### config.mk
export PLATFORM = sky130hd
export DESIGN_NAME = rgbe_rle_scanline_decoder_core
export DESIGN_NICKNAME = d
export VERILOG_FILES = /design/src/design/rrd_pkg.sv /design/src/design/rrd_front.sv /design/src/design/rrd_fifo.sv /design/src/design/rrd_back.sv /design/src/design/rgbe_rle_scanline_decoder_core.sv
export SDC_FILE = /design/constraint.sdc
export NUM_CORES = 1
export LEC_CHECK = 0
export BUFFER_PORTS_ARGS = -buffer_cell sky130_fd_sc_hd__buf_2
export CAP_MARGIN = 20
export CORE_MARGIN = 2
export CORE_UTILIZATION = 42
export DETAILED_ROUTE_END_ITERATION = 16
export PLACE_DENSITY = 0.56
export SYNTH_ARGS = -nofsm -noshare
export SYNTH_HDL_FRONTEND = slang
export SYNTH_SLANG_ARGS = --single-unit
### constraint.sdc
create_clock -name clk -period 13.25 [get_ports clk]
set_input_delay 1.325 -clock clk [delete_from_list [all_inputs] [get_ports clk]]
set_output_delay 1.325 -clock clk [all_outputs]
set_load 0.05 [all_outputs]
### src/design/rrd_pkg.sv
`timescale 1ns / 1ps
// ----------------------------------------------------------------------------
// rrd_pkg
// Types and constants shared by the RGBE run-length scanline decoder.
// ----------------------------------------------------------------------------
package rrd_pkg;

  // Parser phases
  typedef enum logic [2:0] {
    PH_IDLE,
    PH_SECOND,
    PH_WHI,
    PH_WLO,
    PH_COUNT,
    PH_RUNVAL,
    PH_LITERAL,
    PH_RAW
  } phase_t;

  // Error codes
  localparam logic [1:0] ERR_NONE  = 2'd0;
  localparam logic [1:0] ERR_WIDTH = 2'd1;
  localparam logic [1:0] ERR_ZERO  = 2'd2;

  // Channel planes
  localparam logic [1:0] CH_RED   = 2'd0;
  localparam logic [1:0] CH_GREEN = 2'd1;
  localparam logic [1:0] CH_EXP   = 2'd3;

  localparam logic [7:0] MARKER_BYTE = 8'd2;
  localparam logic [7:0] RUN_FLAG    = 8'd128;

  // One fill result
  typedef struct packed {
    logic [14:0] pixel_index;
    logic [1:0]  channel;
    logic [6:0]  fill_count;
    logic [7:0]  fill_value;
    logic        line_done;
    logic [1:0]  error_code;
  } fill_t;

  // Queue entry: one fill, optionally followed by the second opening raw byte
  typedef struct packed {
    fill_t      fill;
    logic       pair;
    logic [7:0] second_value;
  } entry_t;

  typedef struct packed {
    logic   push;
    entry_t entry;
  } push_req_t;

  typedef struct packed {
    logic full;
    logic empty;
  } fifo_status_t;

endpackage

### src/design/rrd_front.sv
`timescale 1ns / 1ps
// ----------------------------------------------------------------------------
// rrd_front
// Byte parser: tracks the scanline phase and turns bytes into fills where the phase calls for one.
// ----------------------------------------------------------------------------
module rrd_front (
  input  logic               clk,
  input  logic               rst,
  input  logic               in_accept,
  input  logic [7:0]         data_byte,
  input  logic               scan_start,
  input  logic               cfg_valid,
  input  logic [14:0]        cfg_data,
  output rrd_pkg::push_req_t push_req
);
  import rrd_pkg::*;

  phase_t      phase, phase_next;
  logic [14:0] scanline_width;
  logic [7:0]  held_first_byte, held_first_byte_next;
  logic [7:0]  width_high_byte, width_high_byte_next;
  logic [1:0]  current_channel, current_channel_next;
  logic [14:0] pixels_done, pixels_done_next;
  logic [6:0]  pending_run_length, pending_run_length_next;
  logic [7:0]  literal_remaining, literal_remaining_next;
  logic [16:0] flat_byte_index, flat_byte_index_next;

  logic [14:0] w;
  logic [17:0] flat_inc;
  logic        raw_done;
  logic        is_marker;
  logic        width_bad;
  logic        pd_over;
  logic [14:0] room;
  logic [6:0]  run_cnt;
  logic [15:0] pd_run;
  logic        run_full;
  logic        lit_room;
  logic [15:0] pd_lit;
  logic        lit_full;
  logic        lit_last;
  logic [7:0]  lit_dec;

  // Treat a zero width as one pixel
  assign w         = (scanline_width == 15'd0) ? 15'd1 : scanline_width;
  assign flat_inc  = {1'b0, flat_byte_index} + 18'd1;
  assign raw_done  = flat_inc >= {1'b0, w, 2'b00};
  assign is_marker = (held_first_byte == MARKER_BYTE) && (data_byte == MARKER_BYTE);
  assign width_bad = {width_high_byte, data_byte} != {1'b0, w};

  // Clamp runs to the room left in the plane
  assign pd_over  = pixels_done > w;
  assign room     = w - pixels_done;
  assign run_cnt  = (pd_over || ({8'd0, pending_run_length} < room)) ?
                    pending_run_length : room[6:0];
  assign pd_run   = {1'b0, pixels_done} + {9'd0, run_cnt};
  assign run_full = pd_run >= {1'b0, w};

  assign lit_room = pixels_done < w;
  assign pd_lit   = {1'b0, pixels_done} + 16'd1;
  assign lit_full = lit_room ? (pd_lit >= {1'b0, w}) : 1'b1;
  assign lit_dec  = literal_remaining - 8'd1;
  assign lit_last = lit_dec == 8'd0;

  always_ff @(posedge clk) begin
    if (rst) begin
      phase              <= PH_IDLE;
      scanline_width     <= 15'd1;
      held_first_byte    <= 8'd0;
      width_high_byte    <= 8'd0;
      current_channel    <= CH_RED;
      pixels_done        <= 15'd0;
      pending_run_length <= 7'd0;
      literal_remaining  <= 8'd0;
      flat_byte_index    <= 17'd0;
    end else begin
      phase              <= phase_next;
      held_first_byte    <= held_first_byte_next;
      width_high_byte    <= width_high_byte_next;
      current_channel    <= current_channel_next;
      pixels_done        <= pixels_done_next;
      pending_run_length <= pending_run_length_next;
      literal_remaining  <= literal_remaining_next;
      flat_byte_index    <= flat_byte_index_next;
      if (cfg_valid) begin
        scanline_width <= cfg_data;
      end
    end
  end

  // Next state
  always_comb begin
    phase_next              = phase;
    held_first_byte_next    = held_first_byte;
    width_high_byte_next    = width_high_byte;
    current_channel_next    = current_channel;
    pixels_done_next        = pixels_done;
    pending_run_length_next = pending_run_length;
    literal_remaining_next  = literal_remaining;
    flat_byte_index_next    = flat_byte_index;
    if (in_accept) begin
      if (scan_start) begin
        held_first_byte_next = data_byte;
        phase_next           = PH_SECOND;
      end else begin
        unique case (phase)
          PH_SECOND: begin
            if (is_marker) begin
              phase_next = PH_WHI;
            end else begin
              // both opening bytes go out at once
              flat_byte_index_next = 17'd2;
              phase_next           = PH_RAW;
            end
          end
          PH_RAW: begin
            flat_byte_index_next = flat_inc[16:0];
            if (raw_done) begin
              phase_next = PH_IDLE;
            end
          end
          PH_WHI: begin
            width_high_byte_next = data_byte;
            phase_next           = PH_WLO;
          end
          PH_WLO: begin
            if (width_bad) begin
              phase_next = PH_IDLE;
            end else begin
              current_channel_next = CH_RED;
              pixels_done_next     = 15'd0;
              phase_next           = PH_COUNT;
            end
          end
          PH_COUNT: begin
            if (data_byte > RUN_FLAG) begin
              pending_run_length_next = 7'(data_byte - RUN_FLAG);
              phase_next              = PH_RUNVAL;
            end else if (data_byte == 8'd0) begin
              phase_next = PH_IDLE;
            end else begin
              literal_remaining_next = data_byte;
              phase_next             = PH_LITERAL;
            end
          end
          PH_RUNVAL: begin
            pixels_done_next = pd_run[14:0];
            if (run_full) begin
              if (current_channel == CH_EXP) begin
                phase_next = PH_IDLE;
              end else begin
                current_channel_next = current_channel + 2'd1;
                pixels_done_next     = 15'd0;
                phase_next           = PH_COUNT;
              end
            end else begin
              phase_next = PH_COUNT;
            end
          end
          PH_LITERAL: begin
            if (lit_room) begin
              pixels_done_next = pd_lit[14:0];
            end
            literal_remaining_next = lit_dec;
            if (lit_last) begin
              if (lit_full) begin
                if (current_channel == CH_EXP) begin
                  phase_next = PH_IDLE;
                end else begin
                  current_channel_next = current_channel + 2'd1;
                  pixels_done_next     = 15'd0;
                  phase_next           = PH_COUNT;
                end
              end else begin
                phase_next = PH_COUNT;
              end
            end
          end
          PH_IDLE: begin
            phase_next = PH_IDLE;
          end
          default: begin
            phase_next = PH_IDLE;
          end
        endcase
      end
    end
  end

  // Outputs: the fill, if any, caused by this byte
  always_comb begin
    push_req = '0;
    if (in_accept && !scan_start) begin
      unique case (phase)
        PH_SECOND: begin
          if (!is_marker) begin
            push_req.push                    = 1'b1;
            push_req.entry.fill.pixel_index  = 15'd0;
            push_req.entry.fill.channel      = CH_RED;
            push_req.entry.fill.fill_count   = 7'd1;
            push_req.entry.fill.fill_value   = held_first_byte;
            push_req.entry.fill.line_done    = 1'b0;
            push_req.entry.fill.error_code   = ERR_NONE;
            push_req.entry.pair              = 1'b1;
            push_req.entry.second_value      = data_byte;
          end
        end
        PH_RAW: begin
          push_req.push                   = 1'b1;
          push_req.entry.fill.pixel_index = flat_byte_index[16:2];
          push_req.entry.fill.channel     = flat_byte_index[1:0];
          push_req.entry.fill.fill_count  = 7'd1;
          push_req.entry.fill.fill_value  = data_byte;
          push_req.entry.fill.line_done   = raw_done;
          push_req.entry.fill.error_code  = ERR_NONE;
        end
        PH_WLO: begin
          if (width_bad) begin
            push_req.push                  = 1'b1;
            push_req.entry.fill.line_done  = 1'b1;
            push_req.entry.fill.error_code = ERR_WIDTH;
          end
        end
        PH_COUNT: begin
          if (data_byte == 8'd0) begin
            push_req.push                   = 1'b1;
            push_req.entry.fill.pixel_index = pixels_done;
            push_req.entry.fill.channel     = current_channel;
            push_req.entry.fill.line_done   = 1'b1;
            push_req.entry.fill.error_code  = ERR_ZERO;
          end
        end
        PH_RUNVAL: begin
          push_req.push                   = 1'b1;
          push_req.entry.fill.pixel_index = pixels_done;
          push_req.entry.fill.channel     = current_channel;
          push_req.entry.fill.fill_count  = run_cnt;
          push_req.entry.fill.fill_value  = data_byte;
          push_req.entry.fill.line_done   = run_full && (current_channel == CH_EXP);
          push_req.entry.fill.error_code  = ERR_NONE;
        end
        PH_LITERAL: begin
          // drop literal bytes past the width
          if (lit_room) begin
            push_req.push                   = 1'b1;
            push_req.entry.fill.pixel_index = pixels_done;
            push_req.entry.fill.channel     = current_channel;
            push_req.entry.fill.fill_count  = 7'd1;
            push_req.entry.fill.fill_value  = data_byte;
            push_req.entry.fill.line_done   = (pd_lit >= {1'b0, w}) &&
                                              (current_channel == CH_EXP);
            push_req.entry.fill.error_code  = ERR_NONE;
          end
        end
        PH_WHI, PH_IDLE: begin
          push_req.push = 1'b0;
        end
        default: begin
          push_req.push = 1'b0;
        end
      endcase
    end
  end

endmodule

### src/design/rrd_fifo.sv
`timescale 1ns / 1ps
// ----------------------------------------------------------------------------
// rrd_fifo
// Short queue of fill entries between the parser and the output stage.
// ----------------------------------------------------------------------------
module rrd_fifo #(
  parameter int DEPTH = 4
) (
  input  logic                  clk,
  input  logic                  rst,
  input  rrd_pkg::push_req_t    push_req,
  input  logic                  pop,
  output rrd_pkg::entry_t       head,
  output rrd_pkg::fifo_status_t status
);
  import rrd_pkg::*;

  localparam int AW = (DEPTH > 1) ? $clog2(DEPTH) : 1;
  localparam int CW = $clog2(DEPTH + 1);

  entry_t        mem [DEPTH];
  logic [AW-1:0] wr_ptr;
  logic [AW-1:0] rd_ptr;
  logic [CW-1:0] count;
  logic          do_push;

  assign do_push      = push_req.push && !status.full;
  assign status.full  = count == CW'(DEPTH);
  assign status.empty = count == '0;
  assign head         = mem[rd_ptr];

  always_ff @(posedge clk) begin
    if (do_push) begin
      mem[wr_ptr] <= push_req.entry;
    end
  end

  always_ff @(posedge clk) begin
    if (rst) begin
      wr_ptr <= '0;
      rd_ptr <= '0;
      count  <= '0;
    end else begin
      if (do_push) begin
        wr_ptr <= (wr_ptr == AW'(DEPTH - 1)) ? '0 : wr_ptr + 1'b1;
      end
      if (pop) begin
        rd_ptr <= (rd_ptr == AW'(DEPTH - 1)) ? '0 : rd_ptr + 1'b1;
      end
      if (do_push && !pop) begin
        count <= count + 1'b1;
      end else if (pop && !do_push) begin
        count <= count - 1'b1;
      end
    end
  end

endmodule

### src/design/rrd_back.sv
`timescale 1ns / 1ps
// ----------------------------------------------------------------------------
// rrd_back
// Output stage: drains the queue into the result register, splitting pairs.
// ----------------------------------------------------------------------------
module rrd_back (
  input  logic                  clk,
  input  logic                  rst,
  input  rrd_pkg::entry_t       head,
  input  rrd_pkg::fifo_status_t status,
  output logic                  pop,
  input  logic                  out_ready,
  output logic                  out_valid,
  output rrd_pkg::fill_t        out_fill
);
  import rrd_pkg::*;

  logic       advance;
  logic       second_pending;
  logic [7:0] second_value;

  assign advance = !out_valid || out_ready;
  assign pop     = advance && !second_pending && !status.empty;

  always_ff @(posedge clk) begin
    if (rst) begin
      out_valid      <= 1'b0;
      second_pending <= 1'b0;
    end else if (advance) begin
      if (second_pending) begin
        out_valid      <= 1'b1;
        second_pending <= 1'b0;
      end else if (!status.empty) begin
        out_valid      <= 1'b1;
        second_pending <= head.pair;
      end else begin
        out_valid <= 1'b0;
      end
    end
  end

  always_ff @(posedge clk) begin
    if (advance) begin
      if (second_pending) begin
        // second opening raw byte: pixel 0, green
        out_fill.pixel_index <= 15'd0;
        out_fill.channel     <= CH_GREEN;
        out_fill.fill_count  <= 7'd1;
        out_fill.fill_value  <= second_value;
        out_fill.line_done   <= 1'b0;
        out_fill.error_code  <= ERR_NONE;
      end else if (!status.empty) begin
        out_fill     <= head.fill;
        second_value <= head.second_value;
      end
    end
  end

endmodule

### src/design/rgbe_rle_scanline_decoder_core.sv
`timescale 1ns / 1ps
// ----------------------------------------------------------------------------
// rgbe_rle_scanline_decoder_core
// Radiance RGBE scanline decoder reporting each write as a pixel fill.
// ----------------------------------------------------------------------------
// Usage:
//   s_* channel takes one stream byte per request; s_tuser high marks the
//   first byte of a scanline and abandons any line in progress.
//   m_* channel gives one fill per request: pixel, channel plane, count and
//   value; m_tlast flags the last fill of the line, m_tuser the error code.
//   cfg_* writes the expected scanline width; write it only while the block
//   is idle. cfg_ready is always high.
// Throughput: one byte per cycle while the queue has room. The step that
//   decides raw mode yields two fills in one queue entry, which the output
//   register presents one after the other.
// Path: a fill enters the queue at the edge that accepts its byte, then is
//   loaded from the queue into the output register, which raises
//   m_tvalid.
// Stalls: fills wait in a FIFO_DEPTH entry queue; s_tready drops only when
//   the queue is full, so the parser runs on while m_tready is low.
// Reset: rst clears the parser to idle, empties the queue and sets the
//   width to one pixel. No clearing pass is needed.
// ----------------------------------------------------------------------------
module rgbe_rle_scanline_decoder_core #(
  parameter int FIFO_DEPTH = 4
) (
  input  logic        clk,
  input  logic        rst,
  // input stream
  input  logic        s_tvalid,
  output logic        s_tready,
  input  logic [7:0]  s_tdata,   // [7:0] data_byte
  input  logic        s_tuser,   // [0] scan_start
  // result stream
  output logic        m_tvalid,
  input  logic        m_tready,
  output logic [31:0] m_tdata,   // [14:0] pixel_index, [16:15] channel,
                                 // [23:17] fill_count, [31:24] fill_value
  output logic        m_tlast,   // line_done
  output logic [1:0]  m_tuser,   // [1:0] error_code
  // configuration
  input  logic        cfg_valid,
  output logic        cfg_ready,
  input  logic [14:0] cfg_data   // scanline_width
);
  import rrd_pkg::*;

  logic         in_accept;
  push_req_t    push_req;
  entry_t       head;
  fifo_status_t status;
  logic         pop;
  fill_t        out_fill;

  // Accept while the queue has room
  assign s_tready  = !status.full;
  assign in_accept = s_tvalid && s_tready;
  assign cfg_ready = 1'b1;

  rrd_front u_front (
    .clk        (clk),
    .rst        (rst),
    .in_accept  (in_accept),
    .data_byte  (s_tdata),
    .scan_start (s_tuser),
    .cfg_valid  (cfg_valid),
    .cfg_data   (cfg_data),
    .push_req   (push_req)
  );

  rrd_fifo #(
    .DEPTH (FIFO_DEPTH)
  ) u_fifo (
    .clk      (clk),
    .rst      (rst),
    .push_req (push_req),
    .pop      (pop),
    .head     (head),
    .status   (status)
  );

  rrd_back u_back (
    .clk       (clk),
    .rst       (rst),
    .head      (head),
    .status    (status),
    .pop       (pop),
    .out_ready (m_tready),
    .out_valid (m_tvalid),
    .out_fill  (out_fill)
  );

  // Pack the fill, first field in the lowest bits
  assign m_tdata = {out_fill.fill_value, out_fill.fill_count,
                    out_fill.channel, out_fill.pixel_index};
  assign m_tlast = out_fill.line_done;
  assign m_tuser = out_fill.error_code;

  // An error fill always ends the line and writes nothing
  assert property (@(posedge clk) disable iff (rst)
    (m_tvalid && (m_tuser != ERR_NONE)) |-> (m_tlast && (m_tdata[23:17] == 7'd0)
      && (m_tdata[31:24] == 8'd0)))
    else $error("error fill carries data or misses line end");

  // A width mismatch is reported at pixel 0 of the red plane
  assert property (@(posedge clk) disable iff (rst)
    (m_tvalid && (m_tuser == ERR_WIDTH)) |-> ((m_tdata[14:0] == 15'd0)
      && (m_tdata[16:15] == CH_RED)))
    else $error("width mismatch fill at wrong position");

  // The queue never takes a push while full
  assert property (@(posedge clk) disable iff (rst)
    push_req.push |-> !status.full)
    else $error("push into full queue");

endmodule

==> flow_summary.toml <==
[logic_synthesis]
synth_area_sq_um = 16400
synthTopCellsByArea = "edfxtp_1 (40%), dfxtp_1 (12%), ha_1 (6.8%)"
postSynthCellCount = 1407
async_reset_ff_frac = 0
synth_edf_count = 219
synth_top_area_cell = "edfxtp_1"
synth-main-ff-cell = "edfxtp_1"
yosysSeqAreaShare = 0.517
syn_nets = 1528
synth_area_per_cell_sq_um = 11.6
synth_cell_types = 82
synth_seq_cells = 313
synth-warning-count = 0
netlist.area_leader.share = 0.402

[clocking]
post_cts_buffers = 0
path_clk_slew_ps = 60
clk_latency_ps = 550
cts_buffer_depth = 3
postCtsHoldBufs = 0
cts_resized = 0
cts_buffers = 35
cts_tree = "yes"
htree_levels = 2
clock-root-buffer = "clkbuf_16"
cts.sinks = 313

[placed_design]
port_buffers = 65
placed_cell_area_sq_um = 17100
dp_hpwl_mm = 29.9
dpl_worst_slack_ps = 4230
gp_congestion = 0.934
placed_cells = 1916

[critical_path]
cp_max_fo = 10
setup.worst_path.class = "reg -> reg"
start_kind = "flip-flop"
critPathTopFamily = "compound AO/OA/AOI/OAI gates"
worstPathArrival_ps = 9620
worstPathRequired_ps = 13680
crit_slowest_cell = "o41ai_1"
endpoint_kind = "flip-flop"
slowest_delay_ps = 820
worst-path-buf-inv = 4

[floorplan]
die_y_microns = 201
initial_utilization = 0.424
ios = 67
core_area_sq_um = 38600
die_width_microns = 201
dieArea_sq_um = 40600
rows = 72

[sta]
timing.final.ws_setup_ps = 4060
setup-violations-final = 0
maxSlewViolCount = 0
hold_viol = 0
worst_pin_slew_ps = 1250
fin_tns_setup_ps = 0
fin_skew_ps = 24.3
slew_headroom = 0.158
layout_min_cycle_time_ps = 9190
hold_slack_ps = 485
period_share = 0.694
timing.fmax_mhz = 109
rsz0062_at_grt = "no"

[power]
peakVddDrop_uv = 86.0
leakagePower_nw = 6.61
power_density_nw_per_um2 = 159
design_power_total_mw = 2.90

[finish]
final_layout_size_suffix_gt1_frac = 0.147
finalCoreUtilization = 0.473
final_common_cell = "edfxtp_1"
multi_input_area_sq_um = 7350
final_cell_mix = "edfxtp_1 (219), nor2_1 (136), dfxtp_1 (92)"
n_antenna_cell = 0
design_area_sq_um = 18200
area_growth_pct = 11.4
fillers = 3563
register_area_sq_um = 8460
nets = 1557
fin_cells = 1980

[job]
max_cap_violations = 0

[global_routing]
gr-usage-all-layers = 0.211
grt_max_degree = 63
grt_pass1_wl_mm = 66.2
grt_pass1_vias = 11000
antenna_found_initial = 1
gr-total-overflow = 0

[drt]
drc = 0
drtPass1Iterations = 5
ant_nets = 0
num_vias = 11300
drt_iter0_markers = 962
wl_per_cell_microns = 21.7
wl_mm = 43.0
viasPerCell = 5.73

[min_path]
min_path_type = "reg -> reg"

[run_status]
outcome = "completed"
state kept, by name, summed over array words and instances, names as in the netlist, 7 cells and up, named ones only:
signal / cells
u_front.width_high_byte: 8
u_back.out_fill: 35
u_front.pending_run_length: 7
u_back.second_value: 8
u_front.held_first_byte: 8
u_front.scanline_width: 15
u_front.pixels_done: 15
u_front.flat_byte_index: 17
u_fifo.mem: 176
u_front.literal_remaining: 8
power breakdown:
| part | switching [mW] | internal, mW |
|---|---|---|
| logic | 0.501 | 0.243 |
| registers | 0.0400 | 1.19 |
| clock network | 0.402 | 0.532 |
| total | 0.943 | 1.96 |
cell usage after synthesis, drive strengths merged (6+ instances only):
library cell	count
mux2i	43
and2	21
ha	89
buf	16
a221oi	12
nor2	137
nand2b	16
and3	8
nand4	13
xnor2	39
or4	6
nor4	23
mux4	44
a21oi	64
and2b	6
nor3	21
o21a	6
a211oi	12
edfxtp	219
or3	11
dfxtp	94
a21o	13
nand2	68
inv	60
o21ai	36
a22oi	40
clkbuf	71
mux2	16
o211ai	9
nor2b	42
xor2	26
nand3	33
logic make-up (layout without fill, tap and decap cells):
logic type               after synthesis  after routing  share of synthesized area
AND/OR/NAND/NOR                      425            425                      0.131
flip-flops                           313            313                      0.517
AO/OA/AOI/OAI                        259            259                      0.112
buffers and inverters                149            204                     0.0354
multiplexers                         103            103                     0.0979
adder cells (fa/ha/maj)               92             92                     0.0717
XOR/XNOR                              65             65                     0.0348
other                                  1              1                   0.000229
per-layer routing:
layer / vias to the layer above / GRT usage / share of wire
met3: 78 / 0.0275 / 0.048
met5: - / 0 / 0
met2: 327 / 0.334 / 0.46
li1: 5325 / - / -
met1: 5606 / 0.301 / 0.46
met4: 0 / 0.0712 / 0.030
area by class of cell:
class / count / area share
Tap cell: 518 / 0.0356
Multi-Input combinational cell: 945 / 0.403
Sequential cell: 313 / 0.464
Inverter: 62 / 0.0128
Clock buffer: 42 / 0.0495
Clock inverter: 21 / 0.0104
Timing Repair Buffer: 79 / 0.0243
worst register-to-register path, delay by kind of cell, from the launching register on:
kind	cells	cell delay [ps]
AO/OA/AOI/OAI	13	3870
AND/OR/NAND/NOR	10	1950
flip-flops	1	440
buffers and inverters	4	340
XOR/XNOR	2	360
adder cells (fa/ha/maj)	6	1740
multiplexers	1	420
path summary, 6_finish.rpt:
check                                             endpoint                        from  slack [ps]  cells after the start
worst max-delay path               u_front.pixels_done[12]   u_front.scanline_width[1]        4060                     36
worst min-delay path            u_front.current_channel[1]  u_front.current_channel[1]         490                      2
worst max register to register     u_front.pixels_done[12]   u_front.scanline_width[1]        4060                     36
worst min register to register  u_front.current_channel[1]  u_front.current_channel[1]         490                      2
No activity file was read; power rests on OpenSTA's default activity.
